### src/rtl/hsl2rgb_pkg.sv
// Shared types, constants and helpers for the HSL to RGB converter.
package hsl2rgb_pkg;

  localparam int unsigned CompW  = 8;
  localparam int unsigned LevelW = 9;
  localparam int unsigned ProdW  = 16;
  localparam int unsigned NumCh  = 3;

  localparam int unsigned ChRed   = 0;
  localparam int unsigned ChGreen = 1;
  localparam int unsigned ChBlue  = 2;

  localparam logic [LevelW-1:0] FullTurn  = 9'd256;
  localparam logic [LevelW-1:0] ThirdTurn = 9'd85;
  localparam logic [LevelW-1:0] RiseEnd   = 9'd42;
  localparam logic [LevelW-1:0] TopEnd    = 9'd127;
  localparam logic [LevelW-1:0] FallEnd   = 9'd170;
  localparam logic [LevelW-1:0] RampGain  = 9'd6;
  localparam logic [CompW-1:0]  CompMax   = 8'd255;

  typedef enum logic [1:0] {
    SEG_RISE,
    SEG_TOP,
    SEG_FALL,
    SEG_FLOOR
  } seg_e;

  typedef logic [LevelW-1:0] pos_t;

  typedef struct packed {
    logic              grey;
    logic [CompW-1:0]  lightness;
    logic [LevelW-1:0] hi;
    logic [CompW-1:0]  lo;
    logic [LevelW-1:0] span;
  } level_t;

  function automatic seg_e seg_of(pos_t t);
    seg_e seg;
    if (t <= RiseEnd) begin
      seg = SEG_RISE;
    end else if (t <= TopEnd) begin
      seg = SEG_TOP;
    end else if (t <= FallEnd) begin
      seg = SEG_FALL;
    end else begin
      seg = SEG_FLOOR;
    end
    return seg;
  endfunction

endpackage

### src/rtl/hsl_to_rgb_converter.sv
// Top level of the four-stage HSL to RGB pixel converter.
// Throughput: one pixel per cycle, busy stays low; each channel uses one 9x8 multiplier stage.
// Results appear for one cycle under done_o and cannot be held off.
// Reset clears only the valid bits of the pipeline; data registers are not reset.
module hsl_to_rgb_converter (
  input  logic       clk_i,
  input  logic       rst_ni,
  input  logic       start,
  output logic       busy,
  input  logic [7:0] hue_i,
  input  logic [7:0] saturation_i,
  input  logic [7:0] lightness_i,
  output logic       done_o,
  output logic [7:0] red_o,
  output logic [7:0] green_o,
  output logic [7:0] blue_o
);
  import hsl2rgb_pkg::*;

  logic       accept;
  logic       v2;
  level_t     level;
  pos_t       pos [NumCh];
  logic [7:0] value [NumCh];
  logic       v3_q, v4_q;

  assign busy   = 1'b0;
  assign accept = start && !busy;

  hsl2rgb_levels u_levels (
    .clk_i        (clk_i),
    .rst_ni       (rst_ni),
    .valid_i      (accept),
    .hue_i        (hue_i),
    .saturation_i (saturation_i),
    .lightness_i  (lightness_i),
    .valid_o      (v2),
    .level_o      (level),
    .pos_o        (pos)
  );

  for (genvar c = 0; c < NumCh; c++) begin : g_ch
    hsl2rgb_channel u_channel (
      .clk_i   (clk_i),
      .level_i (level),
      .pos_i   (pos[c]),
      .value_o (value[c])
    );
  end

  always_ff @(posedge clk_i or negedge rst_ni) begin
    if (!rst_ni) begin
      v3_q <= 1'b0;
      v4_q <= 1'b0;
    end else begin
      v3_q <= v2;
      v4_q <= v3_q;
    end
  end

  assign done_o  = v4_q;
  assign red_o   = value[ChRed];
  assign green_o = value[ChGreen];
  assign blue_o  = value[ChBlue];

  a_beat_out: assert property (@(posedge clk_i) disable iff (!rst_ni)
    accept |-> ##4 done_o)
    else $error("accepted beat did not produce a result four cycles later");

  a_no_spurious: assert property (@(posedge clk_i) disable iff (!rst_ni)
    done_o |-> $past(accept, 4))
    else $error("result strobe without a matching accepted beat");

  a_grey: assert property (@(posedge clk_i) disable iff (!rst_ni)
    (accept && saturation_i == 8'd0) |-> ##4
      (red_o == $past(lightness_i, 4) && green_o == $past(lightness_i, 4) &&
       blue_o == $past(lightness_i, 4)))
    else $error("zero saturation did not give grey at the lightness level");

endmodule

### src/rtl/hsl2rgb_levels.sv
// First two pipeline stages: lightness times saturation, then levels and hue positions.
module hsl2rgb_levels (
  input  logic                  clk_i,
  input  logic                  rst_ni,
  input  logic                  valid_i,
  input  logic [7:0]            hue_i,
  input  logic [7:0]            saturation_i,
  input  logic [7:0]            lightness_i,
  output logic                  valid_o,
  output hsl2rgb_pkg::level_t   level_o,
  output hsl2rgb_pkg::pos_t     pos_o [hsl2rgb_pkg::NumCh]
);
  import hsl2rgb_pkg::*;

  logic             v1_q;
  logic [ProdW-1:0] ls_q;
  logic [CompW-1:0] hue_q, sat_q, light_q;

  logic             v2_q;
  level_t           level_q, level_d;
  pos_t             pos_q [NumCh];
  pos_t             pos_d [NumCh];

  logic [9:0]       l_ext, s_ext, ls_hi, hi_w, lo_w;
  pos_t             hue_ext, red_raw;

  always_ff @(posedge clk_i or negedge rst_ni) begin
    if (!rst_ni) begin
      v1_q <= 1'b0;
      v2_q <= 1'b0;
    end else begin
      v1_q <= valid_i;
      v2_q <= v1_q;
    end
  end

  always_ff @(posedge clk_i) begin
    ls_q    <= ProdW'(lightness_i * saturation_i);
    hue_q   <= hue_i;
    sat_q   <= saturation_i;
    light_q <= lightness_i;
    level_q <= level_d;
    pos_q   <= pos_d;
  end

  always_comb begin
    l_ext = {2'b00, light_q};
    s_ext = {2'b00, sat_q};
    ls_hi = {2'b00, ls_q[ProdW-1:CompW]};
    // Below the midpoint the high level is L*(1+S), from the midpoint up it is L+S-L*S.
    if (!light_q[CompW-1]) begin
      hi_w = l_ext + ls_hi;
    end else begin
      hi_w = l_ext + s_ext - ls_hi;
    end
    lo_w = (l_ext << 1) - hi_w;

    level_d.grey      = (sat_q == '0);
    level_d.lightness = light_q;
    level_d.hi        = hi_w[LevelW-1:0];
    level_d.lo        = lo_w[CompW-1:0];
    level_d.span      = LevelW'(hi_w - lo_w);

    hue_ext = {1'b0, hue_q};
    red_raw = hue_ext + ThirdTurn;
    // A red position of exactly a full turn stays put and lands on the floor.
    pos_d[ChRed]   = (red_raw > FullTurn) ? (red_raw - FullTurn) : red_raw;
    pos_d[ChGreen] = hue_ext;
    pos_d[ChBlue]  = (hue_ext < ThirdTurn) ? (hue_ext + (FullTurn - ThirdTurn))
                                           : (hue_ext - ThirdTurn);
  end

  assign valid_o = v2_q;
  assign level_o = level_q;
  assign pos_o   = pos_q;

endmodule

### src/rtl/hsl2rgb_channel.sv
// Last two pipeline stages of one color channel: ramp multiply, then segment select and clamp.
module hsl2rgb_channel (
  input  logic                clk_i,
  input  hsl2rgb_pkg::level_t level_i,
  input  hsl2rgb_pkg::pos_t   pos_i,
  output logic [7:0]          value_o
);
  import hsl2rgb_pkg::*;

  seg_e              seg_d, seg_q;
  pos_t              ramp_pos;
  logic [CompW-1:0]  gain;
  logic [ProdW-1:0]  prod;
  logic [CompW-1:0]  ramp_q;
  logic [CompW-1:0]  lo_q, light_q;
  logic [LevelW-1:0] hi_q;
  logic              grey_q;

  logic [LevelW-1:0] sum, lvl;
  logic [CompW-1:0]  value_d, value_q;

  always_comb begin
    seg_d    = seg_of(pos_i);
    // The falling ramp measures its distance back from the end of the ramp.
    ramp_pos = (seg_d == SEG_FALL) ? (FallEnd - pos_i) : pos_i;
    gain     = CompW'(ramp_pos * RampGain);
    prod     = ProdW'(level_i.span * gain);
  end

  always_ff @(posedge clk_i) begin
    seg_q   <= seg_d;
    ramp_q  <= prod[ProdW-1:CompW];
    lo_q    <= level_i.lo;
    hi_q    <= level_i.hi;
    light_q <= level_i.lightness;
    grey_q  <= level_i.grey;
    value_q <= value_d;
  end

  always_comb begin
    sum = {1'b0, lo_q} + {1'b0, ramp_q};
    unique case (seg_q)
      SEG_RISE:  lvl = sum;
      SEG_TOP:   lvl = hi_q;
      SEG_FALL:  lvl = sum;
      SEG_FLOOR: lvl = {1'b0, lo_q};
      default:   lvl = {1'b0, lo_q};
    endcase
    if (grey_q) begin
      value_d = light_q;
    end else if (lvl[LevelW-1]) begin
      value_d = CompMax;
    end else begin
      value_d = lvl[CompW-1:0];
    end
  end

  assign value_o = value_q;

endmodule
### config.mk
export PLATFORM = sky130hd
export DESIGN_NAME = hsl_to_rgb_converter
export DESIGN_NICKNAME = d
export VERILOG_FILES = /design/src/rtl/hsl2rgb_pkg.sv /design/src/rtl/hsl_to_rgb_converter.sv /design/src/rtl/hsl2rgb_levels.sv /design/src/rtl/hsl2rgb_channel.sv
export SDC_FILE = /design/constraint.sdc
export NUM_CORES = 1
export LEC_CHECK = 0
export ABC_AREA = 1
export BUFFER_PORTS_ARGS = -buffer_cell sky130_fd_sc_hd__clkbuf_2
export CORE_MARGIN = 8
export CORE_UTILIZATION = 58
export CTS_CLUSTER_SIZE = 25
export DETAILED_ROUTE_END_ITERATION = 10
export HOLD_SLACK_MARGIN = 0.1
export PLACE_DENSITY_LB_ADDON = 0.2
export SETUP_SLACK_MARGIN = 0.3
export SLEW_MARGIN = 0
export SYNTH_ARGS = -nofsm -noshare
export SYNTH_HDL_FRONTEND = slang
export SYNTH_SLANG_ARGS = --single-unit
### constraint.sdc
create_clock -name clk_i -period 6.46 [get_ports clk_i]
set_input_delay 0.646 -clock clk_i [delete_from_list [all_inputs] [get_ports clk_i]]
set_output_delay 0.646 -clock clk_i [all_outputs]
set_load 0.05 [all_outputs]
==> results of run 1 <==
## metrics by stage
stage,std cells,utilization [%],cell area [sq um]
2_1_floorplan,1987,-,15840
3_3_place_gp,2374,62.05,16580
3_5_place_dp,2374,62.05,16580
4_1_cts,2438,66.07,17660
5_1_grt,2463,68.60,18340
6_report,2463,68.60,18340
## critical path: cells and delay by family (launching register included)
kind	cells	cell delay, ns
buffers and inverters	10	0.72
AO/OA/AOI/OAI	6	1.07
XOR/XNOR	1	0.22
AND/OR/NAND/NOR	18	1.34
adder cells (fa/ha/maj)	7	2.49
flip-flops	1	0.35
## final timing paths
kind	startpoint	end	cells past startpoint
setup / recovery	u_levels.pos_o[9]	g_ch[1].u_channel.ramp_q[7]	42
hold / removal	hue_i[1]	u_levels.hue_q[1]	1
setup reg to reg	u_levels.pos_o[9]	g_ch[1].u_channel.ramp_q[7]	42
hold reg to reg	u_levels.level_o[14]	g_ch[2].u_channel.lo_q[5]	0
max in group asynchronous	rst_ni	u_levels.v1_q	2
min in group asynchronous	rst_ni	u_levels.valid_o	2
## per-layer routing
metal,GRT usage (%),vias to the layer above
met5,0,-
met4,7.573,0
met1,28.47,6195
li1,-,6315
met3,3.407,79
met2,40.09,355
## state kept, by name (all words and copies together) (netlist names)
signal / cells
u_levels.v1_q: 1
u_levels.hue_q: 8
u_levels.sat_q: 8
g_ch.u_channel.seg_q: 6
u_levels.level_o: 33
u_levels.light_q: 8
g_ch.u_channel.ramp_q: 24
g_ch.u_channel.light_q: 8
done_o: 1
g_ch.u_channel.value_o: 24
u_levels.pos_o: 26
u_levels.ls_q: 8
u_levels.valid_o: 1
g_ch.u_channel.grey_q: 1
v3_q: 1
g_ch.u_channel.hi_q: 8
g_ch.u_channel.lo_q: 8
## cell type report
type	count	area, sq um	area share, %
Clock buffer	17	425.4	2.320
Tap cell	341	426.7	2.327
Clock inverter	15	210.2	1.146
Sequential cell	174	3523	19.22
Inverter	460	1732	9.445
Multi-Input combinational cell	1320	11100	60.56
Timing Repair Buffer	136	914.6	4.988
## kinds of logic after synthesis
family / after synthesis
AOI/OAI and AO/OA: 224
xor gates and xnor gates: 95
adders and majority gates: 354
buffers and inverters: 493
DFF: 174
other: 2
and+or+nand+nor: 634
## repair_timing
item,in CTS,in global routing
endpoints found under the hold margin,4,0
buffers inserted,31,25
pin swaps,37,103
resized for setup,41,111
hold buffers,1,0
setup endpoints to repair,16,22
## layout by cell type (no fill, tap or decap), types with 6 or more instances in the layout
| master | n |
|---|---|
| o21ai_1 | 7 |
| nand2_2 | 17 |
| nand4_1 | 17 |
| a21oi_1 | 65 |
| inv_1 | 426 |
| nor2_1 | 151 |
| a211oi_1 | 7 |
| xor2_1 | 56 |
| o221ai_1 | 7 |
| ha_4 | 28 |
| conb_1 | 13 |
| nand3_1 | 47 |
| o211ai_1 | 9 |
| nor2_4 | 8 |
| clkbuf_2 | 51 |
| clkbuf_16 | 17 |
| inv_2 | 31 |
| nor3_1 | 13 |
| xnor2_1 | 26 |
| nand2_1 | 347 |
| a21oi_2 | 7 |
| o21bai_1 | 9 |
| o21ai_0 | 73 |
| buf_4 | 79 |
| a221oi_1 | 6 |
| nand2_4 | 7 |
| nor2_2 | 9 |
| a31oi_1 | 6 |
| xor2_2 | 7 |
| o22ai_1 | 7 |
| ha_1 | 181 |
| nand3_2 | 8 |
| fa_1 | 142 |
| dfxtp_1 | 162 |
==> results.py, run 1 <==
metrics = {
    "clock_tree": {
        "cts_tree": "done",
        "clk_path_buf_depth": 2,
        "htree_levels": 4,
        "clkSlewWorstSetupHoldPaths_ns": 0.08,
        "clkLatencyLatePin_ns": 0.44,
        "clock-sinks": 174,
        "cts_inserted_buffers": 17,
        "cts-root-buf": "clkbuf_16",
    },
    "final_layout": {
        "drive_gt1_share_pct": 15.46,
        "num_antenna_cells": 0,
        "fill_cells": 2084,
        "fin_nets": 2490,
        "syn2layout_area_growth_pct": 17.13,
    },
    "critical_path": {
        "cp.required_ns": 6.79,
        "slowest_delay_ns": 0.56,
        "crit_top_cell": "nand2_1",
        "r2r_slack_ns": 0.16,
        "arrival_ns": 6.63,
        "critPathLaunchType": "register",
        "critical_path_class": "reg -> reg",
        "end_kind": "register",
        "critPathMaxFanout": 4,
        "cp_slowest_cell": "fa_1",
    },
    "drt": {
        "antenna_left": 0,
        "drt_iter0_drc": 794,
        "highest_layer": "met4",
        "wire_per_inst_microns": 15.45,
        "firstDrtPassIters": 5,
        "wl_met1_mm": 16.24,
        "vias_per_cell": 5.255,
        "drt_wl_total_mm": 38.04,
        "wl_met2_mm": 19.07,
        "met3_length_mm": 1.762,
        "num_vias": 12944,
        "post-route-drc-count": 0,
    },
    "hold_path": {
        "hold_class": "in -> reg",
    },
    "yosys": {
        "synth.area.top_cells": "dfxtp_1, fa_1, ha_1, inv_1, nand2_1",
        "synthXorXnorAreaFrac_pct": 5.531,
        "yosys.area.top_type": "dfxtp_1",
        "synth_seq_cells": 174,
        "synth_ff_type": "dfxtp_1",
        "synth_top_area_share_pct": 21.74,
        "synth_area_sq_um": 15650,
        "syn-instance-count": 1976,
        "synth_compound_gate_area_share_pct": 8.489,
        "syn_area_per_cell_sq_um": 7.922,
        "synth_top_family_by_area": "adder cells",
        "synth_warnings": 0,
        "ys_top_cells_by_count": "inv_1, nand2_1, ha_1",
        "synth.area.mux_share_pct": 0,
        "synth-seq-area-share_pct": 22.38,
        "synth_fa_ha_area_share_pct": 35.20,
        "synthSimpleGateAreaFrac_pct": 16.43,
        "ys_types": 44,
        "synth-edff-count": 0,
        "async_flop_share_pct": 2.299,
        "synth_most_common_cell": "inv_1",
    },
    "placement": {
        "dp_slack_ns": -0.06682,
        "io_buffers": 51,
        "hpwl_mm": 29.11,
        "gp_congestion": 0.9514,
    },
    "global_route": {
        "grt_max_degree": 21,
        "grt_pass1_wl_mm": 61.82,
        "grt_pass1_vias": 12977,
        "overflow": 0,
        "grtUsageTotal_pct": 22.88,
        "antenna_found_initial": 0,
    },
    "timing": {
        "finalCritPeriodShare_pct": 97.59,
        "holdWs_ns": 0.3008,
        "period_minus_slack_ns": 6.304,
        "rsz0062_at_grt": "yes",
        "worst_pin_slew_ns": 0.7963,
        "slew_viol_final": 0,
        "setup-violations-final": 0,
        "fin_ws_ns": 0.1556,
        "max_freq_ghz": 0.1586,
        "finalSetupTns_ns": 0,
        "clock_skew_ns": 0.01431,
        "hold_viol": 0,
        "relSlewSlack_pct": 46.84,
    },
    "floorplanning": {
        "rows": 60,
        "io_pins": 53,
        "core_region_area_sq_um": 26730,
        "die_w_microns": 180.3,
        "dieArea_sq_um": 32500,
        "die_y_microns": 180.3,
        "initial_core_util_pct": 58.57,
    },
    "run": {
        "maxCapViolCount": 0,
    },
    "run_status": {
        "status": "complete, no violations",
    },
}
Power of run 1 is left out: the tool's default activity adds up to more than one toggle a clock period on the data nets, which glitch-free logic cannot reach.
==> inputs of run 2 (changes only) <==
Settings changed: ABC_AREA 1 to 0.
==> run 2 against run 1 <==
Compared with the run above:
- the run now ends with negative setup slack left
- worst setup slack got worse by 0.59 ns
- synthesized cell count decreased by 16%
- flip-flop and latch count unchanged
- critical endpoint is now g_ch[0].u_channel.ramp_q[7]
- routed wire length decreased by 10%
- global-route usage decreased by 1.1 points
- maximum frequency decreased by 8.6%
- clock skew about the same
- first-iteration DRC count decreased by 18%
- highest routed layer unchanged
==> results.py, run 2 <==
metrics = {
    "drt": {
        "wire_per_inst_microns": 15.80,
        "drt_iter0_drc": 650,
        "vias_per_cell": 5.250,
        "antenna_left": 0,
        "post-route-drc-count": 0,
        "num_vias": 11356,
        "drt_wl_total_mm": 34.19,
        "firstDrtPassIters": 5,
    },
    "hold_path": {
        "hold_class": "in -> reg",
    },
    "clock_tree": {
        "cts-root-buf": "clkbuf_16",
        "clock-sinks": 174,
        "clk_path_buf_depth": 2,
        "cts_inserted_buffers": 17,
        "htree_levels": 4,
        "cts_tree": "done",
        "clkSlewWorstSetupHoldPaths_ns": 0.09,
        "clkLatencyLatePin_ns": 0.44,
    },
    "final_layout": {
        "layout_common_cells": "inv_1, ha_1, dfxtp_1",
        "syn2layout_area_growth_pct": 18.18,
        "num_antenna_cells": 0,
        "fin_nets": 2196,
        "stdcell_area_sq_um": 18250,
        "postLayoutCoreUtil_pct": 69.84,
        "stdcell_count": 2163,
        "final_common_cell": "inv_1",
        "largest_register_ffs": 33,
        "drive_gt1_share_pct": 18.00,
    },
    "yosys": {
        "ys_top_cells_by_count": "inv_1, ha_1, dfxtp_1",
        "synth_warnings": 0,
        "synth.area.top_cells": "dfxtp_1, fa_1, ha_1, inv_1, and2_1",
        "synth_ff_type": "dfxtp_1",
        "ys_types": 65,
        "synth-seq-area-share_pct": 22.69,
        "syn_area_per_cell_sq_um": 9.319,
        "synth_most_common_cell": "inv_1",
        "syn-instance-count": 1657,
        "synth_area_sq_um": 15440,
        "synth_top_area_share_pct": 22.04,
        "synth_seq_cells": 174,
        "synth-edff-count": 0,
        "async_flop_share_pct": 2.299,
        "yosys.area.top_type": "dfxtp_1",
    },
    "critical_path": {
        "cp.required_ns": 6.78,
        "critPathMaxFanout": 3,
        "crit_top_cell": "buf_4",
        "critical_path_class": "reg -> reg",
        "arrival_ns": 7.21,
        "critPathLaunchType": "register",
        "path_buf_inv": 17,
        "crit_family": "adder cells",
        "r2r_slack_ns": -0.43,
        "end_kind": "register",
        "slowest_delay_ns": 0.52,
        "cp_slowest_cell": "fa_1",
    },
    "floorplanning": {
        "rows": 59,
        "dieArea_sq_um": 32100,
        "die_y_microns": 179.2,
        "io_pins": 53,
        "initial_core_util_pct": 59.09,
        "core_region_area_sq_um": 26130,
        "die_w_microns": 179.2,
    },
    "global_route": {
        "grtUsageTotal_pct": 21.78,
        "overflow": 0,
        "antenna_found_initial": 0,
        "grt_pass1_vias": 11811,
        "grt_max_degree": 24,
        "grt_pass1_wl_mm": 56.03,
    },
    "timing": {
        "slew_viol_final": 0,
        "setup-violations-final": 10,
        "fin_ws_ns": -0.4345,
        "period_minus_slack_ns": 6.894,
        "max_freq_ghz": 0.1450,
        "hold_viol": 0,
        "clock_skew_ns": 0.01455,
        "rsz0062_at_grt": "yes",
        "holdWs_ns": 0.2961,
        "worst_pin_slew_ns": 0.9693,
        "finalCritPeriodShare_pct": 106.7,
        "relSlewSlack_pct": 35.29,
    },
    "run": {
        "maxCapViolCount": 0,
    },
    "run_status": {
        "status": "finished with violations",
        "violations": "negative setup slack",
    },
    "placement": {
        "placed_area_sq_um": 16800,
        "gp_congestion": 0.8686,
        "dp_cells": 2090,
        "io_buffers": 51,
        "hpwl_mm": 26.21,
    },
}
-- run 2: kinds of logic (layout without fill, tap and decap cells) --
logic type               count (synthesis)  in the layout  share of synthesized area (%)
AO/OA/AOI/OAI                          244            244                          10.23
XOR/XNOR                               123            123                          7.414
adder cells (fa/ha/maj)                354            354                          35.68
buffers and inverters                  309            469                          7.673
flip-flops                             174            174                          22.69
multiplexers                            30             30                          1.961
other                                    2             13                        0.04863
AND/OR/NAND/NOR                        421            421                          14.31
-- run 2: worst paths after layout --
kind | startpoint | cells past startpoint | endpoint
max | u_levels.pos_o[18] | 36 | g_ch[0].u_channel.ramp_q[7]
min | hue_i[3] | 1 | u_levels.hue_q[3]
max reg2reg | u_levels.pos_o[18] | 36 | g_ch[0].u_channel.ramp_q[7]
min reg2reg | u_levels.level_o[28] | 0 | g_ch[2].u_channel.light_q[2]
max in group asynchronous | rst_ni | 2 | u_levels.v1_q
min in group asynchronous | rst_ni | 2 | u_levels.valid_o
-- run 2: layout make-up --
type / count / area (sq um)
multi-input combinational: 1185 / 11460
fill: 2017 / 7883
sequential: 174 / 3520
timing repair buffer: 163 / 1155
inverter: 274 / 1031
clock buffer: 17 / 425.4
tap: 335 / 419.2
clock inverter: 15 / 237.7
-- run 2: stage by stage --
stage	setup slack [ns]	TNS (ns)
floorplan	-0.1048	-0.2566
global placement	-0.1054	-0.2459
detailed placement	-0.3350	-1.262
CTS	-0.2420	-0.5718
global route	-0.7001	-4.846
finish	-0.4345	-2.073
-- run 2: what timing repair did --
| action | 4_1_cts | 5_1_grt |
|---|---|---|
| setup buffers | 32 | 8 |
| hold buffers | 1 | 0 |
| endpoints found under the setup margin | 18 | 22 |
| endpoints found under the hold margin | 4 | 0 |
| resized for setup | 22 | 87 |
| pin swaps | 57 | 76 |
-- run 2: metal layers --
| layer | GRT usage, % | vias up | part of all wire [%] |
|---|---|---|---|
| met5 | 0 | - | 0 |
| met2 | 37.93 | 221 | 49 |
| met3 | 2.822 | 33 | 3.5 |
| li1 | - | 5611 | - |
| met1 | 27.80 | 5491 | 46 |
| met4 | 6.630 | 0 | 1.9 |
Power of run 2 is left out for the same reason.
